File: config.mk
export PLATFORM = sky130hd
export DESIGN_NAME = running_mean_std_min_max_core
export DESIGN_NICKNAME = d
export VERILOG_FILES = /design/src/hdl/rmsm_pkg.sv /design/src/hdl/rmsm_ctrl.sv /design/src/hdl/rmsm_dp.sv /design/src/hdl/running_mean_std_min_max_core.sv
export SDC_FILE = /design/constraint.sdc
export NUM_CORES = 2
export LEC_CHECK = 0
export BUFFER_PORTS_ARGS = -buffer_cell sky130_fd_sc_hd__buf_2
export CORE_AREA = 2 2 349 351
export CTS_CLUSTER_SIZE = 10
export DETAILED_ROUTE_END_ITERATION = 10
export DIE_AREA = 0 0 351 353
export MAX_ROUTING_LAYER = met4
export PLACE_DENSITY = 0.6
export SLEW_MARGIN = 20
export SYNTH_ARGS = -nofsm -noshare
export SYNTH_HDL_FRONTEND = slang
export SYNTH_SLANG_ARGS = --single-unit
File: constraint.sdc
create_clock -name clk -period 12.5 [get_ports clk]
set_input_delay 3.125 -clock clk [delete_from_list [all_inputs] [get_ports clk]]
set_output_delay 3.125 -clock clk [all_outputs]
set_load 0.1 [all_outputs]
File: src/hdl/rmsm_pkg.sv
// ----------------------------------------------------------------------------
// rmsm_pkg
// Shared widths, constants, state codes and controller/datapath interface types
// for the running mean, deviation, minimum and maximum block.
// ----------------------------------------------------------------------------
package rmsm_pkg;

  localparam int SAMPLE_W   = 16;
  localparam int COUNT_W    = 16;
  localparam int FRAC_W     = 8;
  localparam int STAT_W     = SAMPLE_W + FRAC_W;
  localparam int SQ_W       = 47;
  localparam int DIV_W      = 64;
  localparam int Q_W        = 48;
  localparam int ROOT_W     = 24;
  localparam int OUT_DATA_W = COUNT_W + 2 * STAT_W + 2 * SAMPLE_W;

  // one quotient bit per step: mean numerator is sum << FRAC_W, the
  // square numerator is the sum of squares << 2*FRAC_W, both left-aligned
  localparam int MEAN_STEPS = 2 * SAMPLE_W + FRAC_W;
  localparam int SQ_STEPS   = DIV_W;
  localparam int ROOT_STEPS = ROOT_W;
  localparam int CNT_W      = $clog2(SQ_STEPS);

  localparam logic [COUNT_W-1:0]         COUNT_MAX      = '1;
  localparam logic signed [SAMPLE_W-1:0] MIN_RESET_INIT = 16'sh7fff;
  localparam logic signed [SAMPLE_W-1:0] MAX_RESET_INIT = 16'sh8000;

  // register index, taken from the word address
  localparam logic REG_MIN_RESET = 1'b0;
  localparam logic REG_MAX_RESET = 1'b1;

  typedef enum logic [2:0] {
    ST_IDLE,
    ST_LOAD,
    ST_DIV_MEAN,
    ST_SQ_LOAD,
    ST_DIV_SQ,
    ST_ROOT_LOAD,
    ST_ROOT,
    ST_FINISH
  } state_t;

  typedef struct packed {
    logic accept;
    logic div_load_mean;
    logic div_load_sq;
    logic div_step;
    logic root_load;
    logic root_step;
    logic out_load;
  } cmd_t;

  typedef struct packed {
    logic count_zero;
    logic out_free;
  } status_t;

endpackage

File: src/hdl/rmsm_ctrl.sv
// ----------------------------------------------------------------------------
// rmsm_ctrl
// Sequencer: takes one item, then steps the shared divider through the mean
// and square quotients and the root unit through the deviation.
// ----------------------------------------------------------------------------
module rmsm_ctrl import rmsm_pkg::*; (
  input  logic    clk,
  input  logic    rst,
  input  logic    in_valid,
  output logic    in_ready,
  input  status_t status,
  output cmd_t    cmd
);

  state_t           state, state_next;
  logic [CNT_W-1:0] cnt, cnt_next;

  always_ff @(posedge clk) begin
    if (rst) begin
      state <= ST_IDLE;
      cnt   <= '0;
    end else begin
      state <= state_next;
      cnt   <= cnt_next;
    end
  end

  always_comb begin
    state_next = state;
    cnt_next   = cnt;
    cmd        = '0;
    in_ready   = 1'b0;
    case (state)
      ST_IDLE: begin
        in_ready = 1'b1;
        if (in_valid) begin
          cmd.accept = 1'b1;
          state_next = ST_LOAD;
        end
      end
      ST_LOAD: begin
        // empty statistics report zeros, skip the arithmetic
        if (status.count_zero) begin
          state_next = ST_FINISH;
        end else begin
          cmd.div_load_mean = 1'b1;
          cnt_next          = CNT_W'(MEAN_STEPS - 1);
          state_next        = ST_DIV_MEAN;
        end
      end
      ST_DIV_MEAN: begin
        cmd.div_step = 1'b1;
        if (cnt == '0) state_next = ST_SQ_LOAD;
        else           cnt_next   = cnt - 1'b1;
      end
      ST_SQ_LOAD: begin
        cmd.div_load_sq = 1'b1;
        cnt_next        = CNT_W'(SQ_STEPS - 1);
        state_next      = ST_DIV_SQ;
      end
      ST_DIV_SQ: begin
        cmd.div_step = 1'b1;
        if (cnt == '0) state_next = ST_ROOT_LOAD;
        else           cnt_next   = cnt - 1'b1;
      end
      ST_ROOT_LOAD: begin
        cmd.root_load = 1'b1;
        cnt_next      = CNT_W'(ROOT_STEPS - 1);
        state_next    = ST_ROOT;
      end
      ST_ROOT: begin
        cmd.root_step = 1'b1;
        if (cnt == '0) state_next = ST_FINISH;
        else           cnt_next   = cnt - 1'b1;
      end
      ST_FINISH: begin
        // hold until the output register can take the item
        if (status.out_free) begin
          cmd.out_load = 1'b1;
          state_next   = ST_IDLE;
        end
      end
      default: begin
        state_next = ST_IDLE;
      end
    endcase
  end

  a_finish_hold: assert property (@(posedge clk) disable iff (rst)
    (state == ST_FINISH && !status.out_free) |=> state == ST_FINISH)
    else $error("result dropped while output register busy");

  a_mean_done: assert property (@(posedge clk) disable iff (rst)
    (state == ST_DIV_MEAN && cnt == '0) |=> (state == ST_SQ_LOAD && cmd.div_load_sq))
    else $error("mean division did not hand over to square division");

  a_empty_skip: assert property (@(posedge clk) disable iff (rst)
    (state == ST_LOAD && status.count_zero) |=> state == ST_FINISH)
    else $error("empty statistics did not skip the arithmetic");

endmodule

File: src/hdl/rmsm_dp.sv
// ----------------------------------------------------------------------------
// rmsm_dp
// Datapath: accumulators and trackers, shared restoring divider, squaring
// multiplier, bitwise square root and the output register.
// ----------------------------------------------------------------------------
module rmsm_dp import rmsm_pkg::*; (
  input  logic                        clk,
  input  logic                        rst,
  input  cmd_t                        cmd,
  output status_t                     status,
  input  logic signed [SAMPLE_W-1:0]  sample,
  input  logic                        clear,
  input  logic signed [SAMPLE_W-1:0]  min_reset,
  input  logic signed [SAMPLE_W-1:0]  max_reset,
  output logic                        out_valid,
  input  logic                        out_ready,
  output logic [OUT_DATA_W-1:0]       out_data,
  output logic                        out_full
);

  logic signed [31:0]         sum_acc;
  logic [SQ_W-1:0]            square_acc;
  logic [COUNT_W-1:0]         count_reg;
  logic signed [SAMPLE_W-1:0] min_reg;
  logic signed [SAMPLE_W-1:0] max_reg;
  logic                       full_reg;

  logic signed [31:0] sq_prod;
  logic [31:0]        smag;

  logic [DIV_W-1:0]   num_reg;
  logic [COUNT_W-1:0] rem_reg;
  logic [COUNT_W:0]   div_trial;
  logic [COUNT_W:0]   div_diff;
  logic               div_ge;

  logic              neg_reg;
  logic [STAT_W-1:0] mq_reg;
  logic [Q_W-1:0]    msq_reg;
  logic [Q_W-1:0]    mq_sq;

  logic [Q_W-1:0]      rad_reg;
  logic [ROOT_W:0]     srem_reg;
  logic [ROOT_W-1:0]   root_reg;
  logic [ROOT_W+1:0]   root_t;
  logic [ROOT_W+1:0]   root_trial;
  logic [ROOT_W+1:0]   root_diff;
  logic                root_ge;

  logic [COUNT_W-1:0]         out_count;
  logic [STAT_W-1:0]          out_mean;
  logic [STAT_W-1:0]          out_std;
  logic signed [SAMPLE_W-1:0] out_min;
  logic signed [SAMPLE_W-1:0] out_max;

  assign sq_prod = sample * sample;
  assign smag    = sum_acc[31] ? -sum_acc : sum_acc;

  // accumulate, clear or flag saturation
  always_ff @(posedge clk) begin
    if (rst) begin
      sum_acc    <= '0;
      square_acc <= '0;
      count_reg  <= '0;
      min_reg    <= MIN_RESET_INIT;
      max_reg    <= MAX_RESET_INIT;
      full_reg   <= 1'b0;
    end else if (cmd.accept) begin
      if (clear) begin
        sum_acc    <= '0;
        square_acc <= '0;
        count_reg  <= '0;
        min_reg    <= min_reset;
        max_reg    <= max_reset;
        full_reg   <= 1'b0;
      end else if (count_reg == COUNT_MAX) begin
        full_reg <= 1'b1;
      end else begin
        sum_acc    <= sum_acc + 32'(sample);
        square_acc <= square_acc + {15'd0, sq_prod};
        count_reg  <= count_reg + 1'b1;
        if (sample > max_reg) max_reg <= sample;
        if (sample < min_reg) min_reg <= sample;
        full_reg   <= 1'b0;
      end
    end
  end

  // restoring division by the count, one quotient bit a cycle
  assign div_trial = {rem_reg, num_reg[DIV_W-1]};
  assign div_diff  = div_trial - {1'b0, count_reg};
  assign div_ge    = div_trial >= {1'b0, count_reg};
  assign mq_sq     = num_reg[STAT_W-1:0] * num_reg[STAT_W-1:0];

  always_ff @(posedge clk) begin
    if (cmd.div_load_mean) begin
      num_reg <= {smag, 32'd0};
      rem_reg <= '0;
      neg_reg <= sum_acc[31];
    end else if (cmd.div_load_sq) begin
      num_reg <= {1'b0, square_acc, 16'd0};
      rem_reg <= '0;
      // mean quotient is final here; square it for the variance term
      mq_reg  <= num_reg[STAT_W-1:0];
      msq_reg <= mq_sq;
    end else if (cmd.div_step) begin
      num_reg <= {num_reg[DIV_W-2:0], div_ge};
      rem_reg <= div_ge ? div_diff[COUNT_W-1:0] : div_trial[COUNT_W-1:0];
    end
  end

  // floor square root, two radicand bits a cycle
  assign root_t     = {srem_reg[ROOT_W-1:0], rad_reg[Q_W-1 -: 2]};
  assign root_trial = {root_reg, 2'b01};
  assign root_diff  = root_t - root_trial;
  assign root_ge    = root_t >= root_trial;

  always_ff @(posedge clk) begin
    if (cmd.root_load) begin
      // clamp a negative variance term to zero
      rad_reg  <= (num_reg[Q_W-1:0] > msq_reg) ? num_reg[Q_W-1:0] - msq_reg : '0;
      srem_reg <= '0;
      root_reg <= '0;
    end else if (cmd.root_step) begin
      rad_reg  <= {rad_reg[Q_W-3:0], 2'b00};
      srem_reg <= root_ge ? root_diff[ROOT_W:0] : root_t[ROOT_W:0];
      root_reg <= {root_reg[ROOT_W-2:0], root_ge};
    end
  end

  // output register
  always_ff @(posedge clk) begin
    if (rst) begin
      out_valid <= 1'b0;
    end else if (cmd.out_load) begin
      out_valid <= 1'b1;
    end else if (out_ready) begin
      out_valid <= 1'b0;
    end
  end

  always_ff @(posedge clk) begin
    if (cmd.out_load) begin
      out_full <= full_reg;
      if (count_reg == '0) begin
        out_count <= '0;
        out_mean  <= '0;
        out_std   <= '0;
        out_min   <= '0;
        out_max   <= '0;
      end else begin
        out_count <= count_reg;
        out_mean  <= neg_reg ? -mq_reg : mq_reg;
        out_std   <= root_reg;
        out_min   <= min_reg;
        out_max   <= max_reg;
      end
    end
  end

  assign out_data          = {out_max, out_min, out_std, out_mean, out_count};
  assign status.count_zero = count_reg == '0;
  assign status.out_free   = !out_valid || out_ready;

  a_full_sat: assert property (@(posedge clk) disable iff (rst)
    full_reg |-> count_reg == COUNT_MAX)
    else $error("saturation flag set below the largest count");

  a_count_inc: assert property (@(posedge clk) disable iff (rst)
    (cmd.accept && !clear && count_reg != COUNT_MAX)
      |=> count_reg == $past(count_reg) + 1'b1)
    else $error("count did not advance on an accumulated item");

  a_load_valid: assert property (@(posedge clk) disable iff (rst)
    cmd.out_load |=> out_valid)
    else $error("loaded result not presented");

endmodule

File: src/hdl/running_mean_std_min_max_core.sv
// ----------------------------------------------------------------------------
// running_mean_std_min_max_core
// Running count, mean, standard deviation, minimum and maximum of a stream
// of signed samples, with an APB register port for the tracker reset values.
// ----------------------------------------------------------------------------
// Each item either clears the statistics (tuser high) or adds one sample, and
// produces one result item. The block works on one item at a time and updates
// the accumulators at the accepting edge: an item that leaves a nonzero count
// reaches the output register through a load, 40 mean division steps, a load,
// 64 square division steps, a load, 24 square-root steps and the output load,
// paced by the single restoring divider and the bitwise root unit; an item
// that leaves the count at zero goes from the load state straight to the
// finish state and on into the output register. The
// next item is accepted as soon as the previous result sits in the output
// register, even if it has not been taken yet.
// Writes to min_reset and max_reset take effect at the next clear; a reset restores the initial values.
// ----------------------------------------------------------------------------
module running_mean_std_min_max_core import rmsm_pkg::*; (
  input  logic                  clk,
  input  logic                  rst,
  input  logic                  s_axis_tvalid,
  output logic                  s_axis_tready,
  input  logic [15:0]           s_axis_tdata,   // [15:0] sample
  input  logic                  s_axis_tuser,   // [0] clear
  output logic                  m_axis_tvalid,
  input  logic                  m_axis_tready,
  output logic [OUT_DATA_W-1:0] m_axis_tdata,   // [15:0] sample_count, [39:16] mean_q8,
                                                // [63:40] std_q8, [79:64] min_seen,
                                                // [95:80] max_seen
  output logic                  m_axis_tuser,   // [0] full_res
  input  logic                  psel,
  input  logic                  penable,
  input  logic                  pwrite,
  input  logic [2:0]            paddr,          // word aligned, low bits ignored
  input  logic [31:0]           pwdata,
  output logic [31:0]           prdata,
  output logic                  pready
);

  logic signed [SAMPLE_W-1:0] min_reset;
  logic signed [SAMPLE_W-1:0] max_reset;
  logic                       cfg_wr;
  cmd_t                       cmd;
  status_t                    status;

  assign pready = 1'b1;
  assign cfg_wr = psel && penable && pwrite && pready;

  always_ff @(posedge clk) begin
    if (rst) begin
      min_reset <= MIN_RESET_INIT;
      max_reset <= MAX_RESET_INIT;
    end else if (cfg_wr) begin
      case (paddr[2])
        REG_MIN_RESET: min_reset <= pwdata[SAMPLE_W-1:0];
        REG_MAX_RESET: max_reset <= pwdata[SAMPLE_W-1:0];
        default: ;
      endcase
    end
  end

  always_comb begin
    case (paddr[2])
      REG_MIN_RESET: prdata = 32'(min_reset);
      REG_MAX_RESET: prdata = 32'(max_reset);
      default:       prdata = '0;
    endcase
  end

  rmsm_ctrl u_ctrl (
    .clk      (clk),
    .rst      (rst),
    .in_valid (s_axis_tvalid),
    .in_ready (s_axis_tready),
    .status   (status),
    .cmd      (cmd)
  );

  rmsm_dp u_dp (
    .clk       (clk),
    .rst       (rst),
    .cmd       (cmd),
    .status    (status),
    .sample    (s_axis_tdata),
    .clear     (s_axis_tuser),
    .min_reset (min_reset),
    .max_reset (max_reset),
    .out_valid (m_axis_tvalid),
    .out_ready (m_axis_tready),
    .out_data  (m_axis_tdata),
    .out_full  (m_axis_tuser)
  );

endmodule

Word level (Yosys, flattened, before mapping)
Index checks and enable logic that the tools add are counted.
Widths: inputs -> output; s select.
{"block": "classes", "addsub": 9, "n_mul": 2, "order_cmp": 5, "eq_ne": 16, "muxes": 48, "n_bitwise": 2, "n_reduce_logical": 25}
{"cell": "$mux 64", "count": 3}
{"cell": "$mux 16", "count": 9}
{"cell": "$mux 48", "count": 3}
{"cell": "$mux 32", "count": 3}
{"cell": "$mux 47", "count": 2}
{"cell": "$pmux 32 s2", "count": 1}
{"cell": "$gt 48x48->1", "count": 1}
{"cell": "$mul 24x24->48", "count": 1}
{"cell": "$mux 24", "count": 2}
{"cell": "$sub 48x48->48", "count": 1}
{"cell": "$add 47x32->47", "count": 1}
{"cell": "$add 32x16->32", "count": 1}
{"cell": "$mul 16x16->32", "count": 1}
{"cell": "$neg 32->32", "count": 1}
{"cell": "$ge 26x26->1", "count": 1}
{"cell": "$neg 24->24", "count": 1}
{"cell": "$pmux 3 s8", "count": 1}
{"cell": "$pmux 6 s4", "count": 1}
{"cell": "$sub 24x24->24", "count": 1}
{"cell": "$mux 3", "count": 6}
{"cell": "$ge 17x16->1", "count": 1}
{"cell": "$add 16x1->16 const B", "count": 1}
{"cell": "$eq 16x16->1 const B", "count": 1}
{"cell": "$gt 16x16->1", "count": 1}
{"cell": "25 further kinds", "count": 62}
{"block": "totals", "reg_bits": 516, "inputBits": 59, "output_inout_bits": 132, "wordCells": 134}

Longest topological paths before layout
{"block": "depth", "word_depth": 6, "ltp_mapped": 36, "mapped_depth_nobuf": 35}

Hierarchy
A second synthesis with hierarchy kept.
{"block": "hier_totals", "cells_unflattened": 5973, "hier_area_um2": 55127.9}
{"module": "rmsm_dp", "n_inst": 1, "cells_per_inst": 5715, "area_per_inst_um2": 52788.1, "seq_area_each_um2": 11951.5}
{"module": "running_mean_std_min_max_core", "n_inst": 1, "cells_per_inst": 177, "area_per_inst_um2": 1705.4, "seq_area_each_um2": 640.6}
{"module": "rmsm_ctrl", "n_inst": 1, "cells_per_inst": 81, "area_per_inst_um2": 634.4, "seq_area_each_um2": 180.2}

Worst setup path after synthesis
No wires, ideal clock.
{"block": "synth_path", "kind": "in2reg", "startpoint": "input s_axis_tdata[4]", "endpoint": "register u_dp.square_acc[32]", "setup_ns": 0.063, "arrival_ns": 10.538, "required_ns": 12.437, "path_slack_ns": 1.899, "stages": 30, "n_path_buf": 2, "path_cell_list": "clkbuf_1 clkbuf_1 nand2_1 fa_1 inv_1 fa_1 fa_1 fa_1 fa_1 inv_1 fa_1 inv_1 ha_1 o21ai_0 a21oi_1 o21ai_0 a21o_1 a31oi_1 o21ai_0 xnor2_1 ha_1 and3_1 and3_1 o31a_1 nor4_1 o21ai_1 a21oi_1 nor2b_1 or4b_1 nand3_1"}
{"block": "synth_via", "elab_chain_cells": 4}
{"element": "start, declared", "line_no": "running_mean_std_min_max_core.sv:23", "rtl": "input logic [15:0] s_axis_tdata,"}
{"element": "$mul 16x16->32", "line_no": "rmsm_dp.sv:56", "rtl": "assign sq_prod = sample * sample;"}
{"element": "$add 47x32->47", "line_no": "rmsm_dp.sv:80", "rtl": "square_acc <= square_acc + {15'd0, sq_prod};"}
{"element": "$mux 47", "line_no": "rmsm_dp.sv:76", "rtl": "end else if (count_reg == COUNT_MAX) begin"}
{"element": "$mux 47", "line_no": "rmsm_dp.sv:69", "rtl": "if (clear) begin"}
{"element": "end signal, assigned", "line_no": "rmsm_dp.sv:80"}
{"element": "end, declared", "line_no": "rmsm_dp.sv:22", "rtl": "logic [SQ_W-1:0] square_acc;"}
Every way passes these cells. The select of a mux whose other input is x is not followed.
A chain may end at the register's enable or synchronous reset.

Worst setup path in the final report
{"block": "layout_path", "startpoint": "input s_axis_tdata[3]", "endpoint": "register u_dp.square_acc[46]"}
Same word-level chain as after synthesis.

==> impl_metrics.xml <==
<?xml version="1.0" encoding="UTF-8"?>
<metrics>
  <group name="synthesis">
    <metric name="postSynthCellCount" unit="">5708</metric>
    <metric name="synth.area.mux_share" unit="">0.0176</metric>
    <metric name="synth.lib_cells_used.distinct" unit="">101</metric>
    <metric name="synth-seq-cells" unit="">514</metric>
    <metric name="mappedNetlistArea" unit="um2">53700</metric>
    <metric name="synth-edff-count" unit="">248</metric>
    <metric name="synthesis.nets" unit="">6882</metric>
    <metric name="yosys.area.top_type" unit="">fa_1</metric>
    <metric name="synth.yosys.warnings" unit="">0</metric>
    <metric name="post_synth_and_or_nand_nor_area_fraction" unit="">0.120</metric>
    <metric name="synth_xor_xnor_area_share" unit="">0.0466</metric>
    <metric name="synth_top_flop_cell" unit="">dfxtp_1</metric>
    <metric name="postSynth.asyncResetShare" unit="">0</metric>
    <metric name="yosys.cell_count.top_type" unit="">inv_1</metric>
    <metric name="yosys-top-cells-count" unit="">1,009 x inv_1, 662 x fa_1, 453 x ha_1</metric>
    <metric name="adder_cell_fraction_of_synth_area" unit="">0.352</metric>
    <metric name="dominant_combinational_cell_family_by_area_after_synthesis" unit="">adder cells</metric>
    <metric name="postSynthAreaPerCell" unit="um2">9.41</metric>
    <metric name="synth_top_cells_by_area" unit="">fa_1 25%, edfxtp_1 14%, ha_1 11%</metric>
    <metric name="compound_gate_portion_of_the_synthesized_area" unit="">0.134</metric>
    <metric name="yosysTopAreaCellShare" unit="">0.247</metric>
    <metric name="synth.yosys.seq_area_share" unit="">0.238</metric>
  </group>
  <group name="worst_setup_path">
    <metric name="cp_max_fo" unit="">12</metric>
    <metric name="cp-end-kind" unit="">register</metric>
    <metric name="worst_setup_path_class" unit="">in -&gt; reg</metric>
    <metric name="timing.critical_path.required" unit="ns">13.08</metric>
    <metric name="timing.critical_path.buf_inv" unit="">6</metric>
    <metric name="timing.critical_path.from_type" unit="">input port</metric>
    <metric name="worst_ep_arrival_time" unit="ns">11.95</metric>
    <metric name="critical_path.slowest_cell" unit="">fa_1</metric>
    <metric name="r2r_slack" unit="ns">4.15</metric>
    <metric name="critPathMostFrequentCell" unit="">fa_1</metric>
    <metric name="worst_path_dominant_cell_family" unit="">adder cells</metric>
    <metric name="critPathMaxStageDelay" unit="ns">0.54</metric>
    <metric name="regToRegStartpoint" unit="">u_dp.num_reg[12]</metric>
    <metric name="reg2reg_to" unit="">u_dp.msq_reg[46]</metric>
    <metric name="r2r.worst_path.cells" unit="">22</metric>
  </group>
  <group name="clock_network">
    <metric name="postCtsSetupRepairBufs" unit="">0</metric>
    <metric name="cts_root_buf" unit="">clkbuf_16</metric>
    <metric name="clk_transition_reported_paths" unit="ns">0.06</metric>
    <metric name="cts_hold_buffers" unit="">0</metric>
    <metric name="cts-resized-gates" unit="">0</metric>
    <metric name="tritoncts_num_sinks" unit="">514</metric>
    <metric name="tritoncts" unit="">built</metric>
    <metric name="clk-insertion-delay-late" unit="ns">0.66</metric>
    <metric name="cts-root-to-sink-buffers" unit="">3</metric>
    <metric name="cts.htree.levels" unit="">2</metric>
    <metric name="number_of_buffers_inserted_during_clock_tree_synthesis" unit="">59</metric>
  </group>
  <group name="finish">
    <metric name="layout-drive-gt1-share" unit="">0.0677</metric>
    <metric name="design.final.nets" unit="">6949</metric>
    <metric name="largest_register_ff_count" unit="">64</metric>
    <metric name="area_growth" unit="%">7.94</metric>
    <metric name="final_design_area_no_fill" unit="um2">58000</metric>
  </group>
  <group name="die">
    <metric name="ios" unit="">191</metric>
    <metric name="floorplan.die.width" unit="um">351</metric>
    <metric name="design.die.area" unit="um2">124000</metric>
    <metric name="core" unit="um2">121000</metric>
    <metric name="die_height" unit="um">353</metric>
    <metric name="initial_utilization" unit="">0.445</metric>
    <metric name="row_count" unit="">128</metric>
  </group>
  <group name="global_route">
    <metric name="grt_max_degree" unit="">74</metric>
    <metric name="initial_antenna_violation_count" unit="">9</metric>
    <metric name="vias_in_the_first_global_route" unit="">40300</metric>
    <metric name="grt_pass1_wl" unit="mm">219</metric>
    <metric name="gr-usage-all-layers" unit="">0.228</metric>
    <metric name="globalRoute.totalOverflow" unit="">0</metric>
  </group>
  <group name="route">
    <metric name="drt-pass1-iter-count" unit="">7</metric>
    <metric name="initialDrtViolationCount" unit="">2523</metric>
    <metric name="via_total_after_detailed_routing" unit="">39700</metric>
    <metric name="wirelength" unit="mm">135</metric>
    <metric name="antenna_left" unit="">0</metric>
    <metric name="routed_wire_length_per_instance" unit="um">18.2</metric>
    <metric name="route.detailed.drc" unit="">0</metric>
    <metric name="met2_length" unit="mm">64.2</metric>
    <metric name="via_per_inst" unit="">5.33</metric>
    <metric name="route.layer.met1.wl" unit="mm">60.6</metric>
    <metric name="wl_met3" unit="mm">7.19</metric>
    <metric name="top_layer_used" unit="">met4</metric>
  </group>
  <group name="hold_path">
    <metric name="holdCritStartpoint" unit="">u_dp.full_reg</metric>
    <metric name="hold_path_class" unit="">reg -&gt; reg</metric>
    <metric name="hold_path_depth" unit="">0</metric>
    <metric name="min_delay_worst_endpoint" unit="">u_dp.out_full</metric>
  </group>
  <group name="placement">
    <metric name="gp_congestion" unit="">0.877</metric>
    <metric name="port-buffer-count" unit="">171</metric>
    <metric name="detailed_place.area" unit="um2">56200</metric>
    <metric name="place.detailed.hpwl" unit="mm">103</metric>
  </group>
  <group name="timing">
    <metric name="grt_setup_unrepaired" unit="">no</metric>
    <metric name="setup-tns-final" unit="ns">0</metric>
    <metric name="report.final.hold_viol_count" unit="">0</metric>
    <metric name="fin_crit" unit="ns">11.38</metric>
    <metric name="setup_violations" unit="">0</metric>
    <metric name="worst_max_slew_pin_slew" unit="ns">1.06</metric>
    <metric name="slew_violations" unit="">0</metric>
    <metric name="min_period_over_period" unit="">0.910</metric>
    <metric name="fmaxAchievable" unit="MHz">87.9</metric>
    <metric name="headroom_to_the_max_slew_limit" unit="">0.292</metric>
    <metric name="fin_worst_skew" unit="ns">0.0514</metric>
  </group>
  <group name="run">
    <metric name="max_cap_viol_count" unit="">0</metric>
  </group>
  <group name="status">
    <metric name="status" unit="">complete, no violations</metric>
  </group>
</metrics>
==> how the worst max path moves through the flow <==
| stage | from | to | slack [ns] | depth (start not counted) |
|---|---|---|---|---|
| 2_1_floorplan | s_axis_tdata[4] | u_dp.square_acc[32] | 1.90 | 30 |
| 3_3_place_gp | s_axis_tdata[3] | u_dp.square_acc[32] | 0.49 | 31 |
| 3_5_place_dp | s_axis_tdata[3] | u_dp.square_acc[32] | 0.44 | 31 |
| 4_1_cts | s_axis_tdata[3] | u_dp.square_acc[32] | 1.13 | 31 |
| 5_1_grt | s_axis_tdata[3] | u_dp.square_acc[46] | 0.54 | 31 |
| 6_report | s_axis_tdata[3] | u_dp.square_acc[46] | 1.12 | 31 |
==> cell usage in the layout (no fill, tap or decap), types with 20 or more instances in the layout <==
cell       instances
a211oi_1          38
o211ai_1          20
nand3_1           77
o22ai_1           31
a22o_1            67
nor2b_1           39
o31ai_1           25
nand4_1           47
inv_1           1008
fa_1             662
o21a_1            29
o21bai_1          26
and3_1            26
a21oi_1          268
or3_1             22
dfxtp_1          266
edfxtp_1         248
clkbuf_1          41
buf_2            171
clkbuf_16         59
buf_4             78
o21ai_0          214
nand2_1          447
nor2_1           338
o21ai_1           22
a221oi_1          32
ha_1             453
a31oi_1           34
nor3_1            40
mux2i_1           73
a21o_1           132
xnor2_1          155
nand2b_1          39
and2_1           196
xor2_1           131
==> stage by stage <==
stage	cells	setup slack (ns)	hold WS, ns	utilization
after global routing	7449	0.535	0.457	0.481
final	7450	1.12	0.434	0.481
after detailed placement	7339	0.441	0.422	0.466
after CTS	7448	1.13	0.436	0.481
after floorplan	5708	1.90	0.409	-
after global placement	7339	0.490	0.418	0.466
==> kinds of logic after synthesis <==
| logic type | count (synthesis) |
|---|---|
| adders and majority gates | 1115 |
| buffers and inverters | 1261 |
| and+or+nand+nor | 1352 |
| DFF | 514 |
| other | 1 |
| xor gates and xnor gates | 286 |
| muxes | 92 |
| AOI/OAI and AO/OA | 1087 |
==> worst register-to-register path: stages, from the launching register on <==
cell and delay, ns:
dfxtp_1 0.31, buf_4 0.35, clkinv_1 0.72, nor2_1 0.48
fa_1 0.47, inv_1 0.08, fa_1 0.46, fa_1 0.51
fa_1 0.56, fa_1 0.43, fa_1 0.49, inv_1 0.05
fa_1 0.44, ha_1 0.40, a21o_1 0.20, a21oi_1 0.22
o21ai_0 0.15, a31oi_1 0.15, o21ai_1 0.24, a41oi_1 0.41
nor4b_1 0.55, o211ai_1 0.17, and4b_1 0.26
==> final cells by class <==
| type | count | area [um2] |
|---|---|---|
| antenna | 2 | 5.00 |
| fill | 11400 | 62600 |
| multi-input combinational | 3933 | 36100 |
| clock inverter | 5 | 78.8 |
| sequential | 514 | 12800 |
| timing repair buffer | 249 | 1440 |
| inverter | 1018 | 3820 |
| clock buffer | 104 | 1690 |
| tap | 1625 | 2030 |
==> metal layers <==
layer,track usage,vias up
met5,-,-
met4,0.0581,0
met3,0.0264,187
met2,0.368,870
met1,0.305,19700
li1,-,19000
Power is not shown: default switching activity piles up to over one toggle a cycle in this logic, so the estimate is an artifact.
